**src/sv/wsg_pkg.sv**
```systemverilog
// ----------------------------------------------------------------------------
// wsg_pkg
// Shared types, codes and constants of the waveform sample generator, with
// the quarter-wave sine table worked out at elaboration.
// ----------------------------------------------------------------------------
package wsg_pkg;

    localparam int TABLE_DEPTH   = 4096;
    localparam int TBL_AW        = $clog2(TABLE_DEPTH);
    localparam int SIZE_W        = 13;
    localparam int STEP_SLOTS    = 8;
    localparam int SLOT_AW       = $clog2(STEP_SLOTS);
    localparam int SINE_ROM_BITS = 10;
    localparam int ROM_DEPTH     = (1 << SINE_ROM_BITS) + 1;
    localparam int ROM_AW        = SINE_ROM_BITS + 1;
    localparam int DW            = 34;
    localparam int RATE_W        = 24;
    localparam int MILLI         = 1000;

    localparam logic signed [63:0] SIN_C0 = 64'sd1686629713;
    localparam logic signed [63:0] SIN_C1 = 64'sd693598668;
    localparam logic signed [63:0] SIN_C2 = 64'sd85569306;
    localparam logic signed [63:0] SIN_C3 = 64'sd5026995;
    localparam logic signed [63:0] SIN_C4 = 64'sd172272;
    localparam logic signed [63:0] SIN_C5 = 64'sd3864;
    localparam logic signed [63:0] SIN_C6 = 64'sd61;
    localparam logic signed [63:0] Q30_ONE = 64'sd1 <<< 30;

    typedef enum logic [2:0] {
        MODE_ZERO         = 3'd0,
        MODE_SINE         = 3'd1,
        MODE_COSINE       = 3'd2,
        MODE_SQUARE       = 3'd3,
        MODE_TRIANGLE     = 3'd4,
        MODE_TABLE_CYCLE  = 3'd5,
        MODE_TABLE_SECOND = 3'd6
    } mode_t;

    typedef enum logic [1:0] {
        OP_GENERATE    = 2'd0,
        OP_WRITE_TABLE = 2'd1,
        OP_WRITE_STEP  = 2'd2
    } opcode_t;

    typedef enum logic [2:0] {
        REG_MODE       = 3'd0,
        REG_AMPLITUDE  = 3'd1,
        REG_FREQUENCY  = 3'd2,
        REG_PHASE      = 3'd3,
        REG_RATE       = 3'd4,
        REG_TABLE_SIZE = 3'd5,
        REG_STEP_COUNT = 3'd6
    } reg_index_t;

    typedef enum logic {
        ARITH_DIV,
        ARITH_MULMOD
    } arith_op_t;

    typedef struct packed {
        arith_op_t op;
        logic      bit_in;
    } arith_ctl_t;

    typedef enum logic [4:0] {
        S_IDLE, S_SETUP, S_NMOD, S_WITHIN, S_FMOD, S_MULMOD, S_PROD, S_IDX,
        S_READ, S_TRES, S_TURN, S_ROM, S_WAVE, S_AMP, S_ENV, S_MLO, S_MHI
    } state_t;

    typedef logic [30:0] sine_rom_t [ROM_DEPTH];

    function automatic logic signed [63:0] mul_q30(input logic signed [63:0] a,
                                                   input logic signed [63:0] b);
        logic signed [63:0] p;
        p = a * b;
        return p >>> 30;
    endfunction

    function automatic logic [30:0] quarter_sine(input int a);
        logic signed [63:0] x;
        logic signed [63:0] s;
        logic signed [63:0] p;
        x = 64'(a) <<< (30 - SINE_ROM_BITS);
        s = mul_q30(x, x);
        p = SIN_C6;
        p = mul_q30(p, s) - SIN_C5;
        p = mul_q30(p, s) + SIN_C4;
        p = mul_q30(p, s) - SIN_C3;
        p = mul_q30(p, s) + SIN_C2;
        p = mul_q30(p, s) - SIN_C1;
        p = mul_q30(p, s) + SIN_C0;
        p = mul_q30(p, x);
        if (p < 0)
        begin
            p = 64'sd0;
        end
        if (p > Q30_ONE)
        begin
            p = Q30_ONE;
        end
        return p[30:0];
    endfunction

    function automatic sine_rom_t build_sine_rom();
        sine_rom_t r;
        for (int i = 0; i < ROM_DEPTH; i++)
        begin
            r[i] = quarter_sine(i);
        end
        return r;
    endfunction

endpackage

```
**src/sv/wsg_arith.sv**
```systemverilog
// ----------------------------------------------------------------------------
// wsg_arith
// Shared modular step unit: one restoring-division step or one step of a
// shift-and-add modular multiply, chosen by the sequencer each cycle.
// ----------------------------------------------------------------------------
module wsg_arith (
    input  wsg_pkg::arith_ctl_t       ctl,
    input  logic [wsg_pkg::DW-1:0]    rem,
    input  logic [wsg_pkg::DW-1:0]    den,
    input  logic [wsg_pkg::DW-1:0]    addend,
    output logic [wsg_pkg::DW-1:0]    rem_next,
    output logic                      q_bit
);
    import wsg_pkg::*;

    logic [DW:0] t;
    logic [DW:0] t1;
    logic [DW:0] u;
    logic [DW:0] u1;
    logic        ge;

    always_comb
    begin
        if (ctl.op == ARITH_DIV)
        begin
            t = {rem, ctl.bit_in};
        end
        else
        begin
            t = {rem, 1'b0};
        end
        ge = (t >= {1'b0, den});
        t1 = ge ? t - {1'b0, den} : t;
        u  = {1'b0, t1[DW-1:0]} + {1'b0, addend};
        u1 = (u >= {1'b0, den}) ? u - {1'b0, den} : u;
        q_bit = ge;
        if (ctl.op == ARITH_MULMOD && ctl.bit_in)
        begin
            rem_next = u1[DW-1:0];
        end
        else
        begin
            rem_next = t1[DW-1:0];
        end
    end

endmodule

```
**config.mk**
```make
export PLATFORM = sky130hd
export DESIGN_NAME = wsg_arith
export DESIGN_NICKNAME = d
export VERILOG_FILES = /design/src/sv/wsg_pkg.sv /design/src/sv/wsg_arith.sv
export SDC_FILE = /design/constraint.sdc
export NUM_CORES = 1
export LEC_CHECK = 0
export ABC_AREA = 1
export BUFFER_PORTS_ARGS = -buffer_cell sky130_fd_sc_hd__buf_4
export CORE_UTILIZATION = 45
export DETAILED_ROUTE_END_ITERATION = 6
export PLACE_DENSITY = 0.66
export SYNTH_ARGS = -nofsm -noshare
export SYNTH_HDL_FRONTEND = slang
export SYNTH_SLANG_ARGS = --single-unit
```
**constraint.sdc**
```tcl
create_clock -name vclk -period 5.2
set_input_delay 0.52 -clock vclk [all_inputs]
set_output_delay 0.52 -clock vclk [all_outputs]
set_load 0.03 [all_outputs]
```
==> impl_metrics.toml <==
[synthesis]
ys_types = 37
synth_area_leaders = "nand2_1, ha_1, inv_1"
syn-instance-count = 1724
synth_area_um2 = 8620
synth_common_cells = "nand2_1, inv_1, nand3_1"
synth.avg_cell_area_um2 = 5.00
synth_area_leader_cell = "nand2_1"
yosysSeqAreaShare_pct = 0
synth_nets = 1933
yosysTopAreaCellShare_pct = 27.9
yosysWarnings = 0
synth.most_common_cell = "nand2_1"

[timing]
min_period_ns = 6.65
whs_ns = 1.56
drv_slew = 0
hold_violations = 0
max_freq_ghz = 0.150
setup_viol = 34
setup_ws_ns = -1.45
slew_headroom_pct = 25.6
post-route-period-util_pct = 128
rsz0062_at_grt = "true"
worst_slew_pin_slew_ns = 1.11

[setup_path]
path_max_fanout = 7
crit_arrival_ns = 6.13
crit_type = "input pin to output pin"
critPathRequiredTime_ns = 4.68
end_kind = "output pin"
crit_path_frequent_cell = "nand2_1"
crit_path_start_kind = "input pin"
slowest_stage = "ha_4"
slowest_delay_ns = 0.29

[status]
run_status = "complete, but fails checks"
violations = "design-rule violations, negative setup slack"

[placed_design]
post-place-ws_ns = -1.32
gp_congestion = 1.08
dp.cells = 2543
port_buffers = 139
hpwl_um = 35900

[min_path]
holdPathEnd = "rem_next[2]"
min_path_cells = 6
min_from = "rem[1]"
holdCritPathClass = "input pin to output pin"

[cells_and_area]
seq_cell_count = 0
nClkBuffers = 0
final_nets = 2574
final-seq-area_um2 = 0
diodes = 0
stdcell_count = 2597
synthToLayoutAreaGrowth_pct = 91.2
drive_above_1_share_pct = 47.8

[floorplan]
dieArea_um2 = 19700
die_w_um = 140
coreArea_um2 = 18700
fp.dieH_um = 140
num_io_pins = 139
initial_core_util_pct = 46.1
num_rows = 50

[pwr]
total_power_mw = 6.32
peakVddDrop_uv = 195
p_per_area_nw_per_um2 = 384
power.leakage_nw = 8.79

[detailed_routing]
routed_wl_um = 52400
viasPerCell = 5.91
drc_errors = 5
vias = 15342
dr.first_iter.drc_count = 1771
ant_nets = 0
detail_route.first_pass.iterations = 7
wl_per_cell_um = 20.2

[clock_tree]
hold_buffers = 0

[grt]
grtUsageTotal_pct = 44.2
grt_max_degree = 36
antenna_found_initial = 1
grt_pass1_wl_um = 68000
gr-total-overflow = 0
grt_pass1_vias = 13651

[job]
cap_viol_max_count = 0
## final cells by class
type | instances | area [um2]
Multi-Input combinational cell | 1410 | 9750
Timing Repair Buffer | 659 | 5290
Fill cell | 1027 | 2230
Inverter | 294 | 1130
Tap cell | 234 | 293
## worst max-delay path by stage
stage / end / from / slack (ns)
final: rem_next[14] / den[14] / -1.45
after floorplan: rem_next[14] / den[16] / -0.13
after global routing: rem_next[17] / den[14] / -1.79
after detailed placement: rem_next[16] / den[3] / -1.32
after global placement: rem_next[18] / den[6] / -1.22
after CTS: rem_next[33] / den[4] / -0.87
## where the power goes
part / switching, mW / internal (mW) / total (mW)
sequential: 0 / 0 / 0
clock: 0 / 0 / 0
combinational: 3.47 / 2.85 / 6.32
## routing by layer
metal	up-vias	GRT usage, %	part of all wire (%)
met2	1248	77.3	44
met1	6883	53.0	36
li1	6761	-	-
met5	-	0	0
met3	450	4.41	12
met4	0	23.8	8.6
## placed cells by master (no fill, tap or decap), types with 41 or more instances in the layout
master   synthesis  layout
nand2_2          6     150
nor2_1         140      98
ha_4             0      78
a21oi_2          5      48
buf_4            2     604
inv_1          291     260
a21oi_1        105      54
nand3_1        165     143
buf_6            6      41
nand2_1        641     476
## kinds of logic after synthesis
family,count (synthesis),synth area share [%]
adders and majority gates,105,15.5
and+or+nand+nor,1052,51.7
AOI/OAI and AO/OA,200,13.0
buffers and inverters,316,14.6
xor gates and xnor gates,51,5.18
## what timing repair did
action	4_1_cts	5_1_grt
endpoints found under the setup margin	34	34
buffers inserted	25	23
resized for setup	204	263
pin swaps	54	96
cloned	6	1
## critical path: cells and delay by family
family / cells / cell delay [ns]
buf+inv: 10 / 1.23
compound gates: 6 / 1.12
simple gates: 24 / 2.50
fa+ha+maj: 3 / 0.76
## per-stage QoR
step / setup TNS [ns] / cell area (um2) / util, %
6_report: -46.20 / 16500 / 88.1
5_1_grt: -58.58 / 16500 / 88.1
4_1_cts: -28.44 / 15200 / 81.4
3_5_place_dp: -43.48 / 14000 / 74.9
3_3_place_gp: -40.40 / 14000 / 74.9
2_1_floorplan: -4.00 / 9280 / -
(Power assumes the default switching activity.)
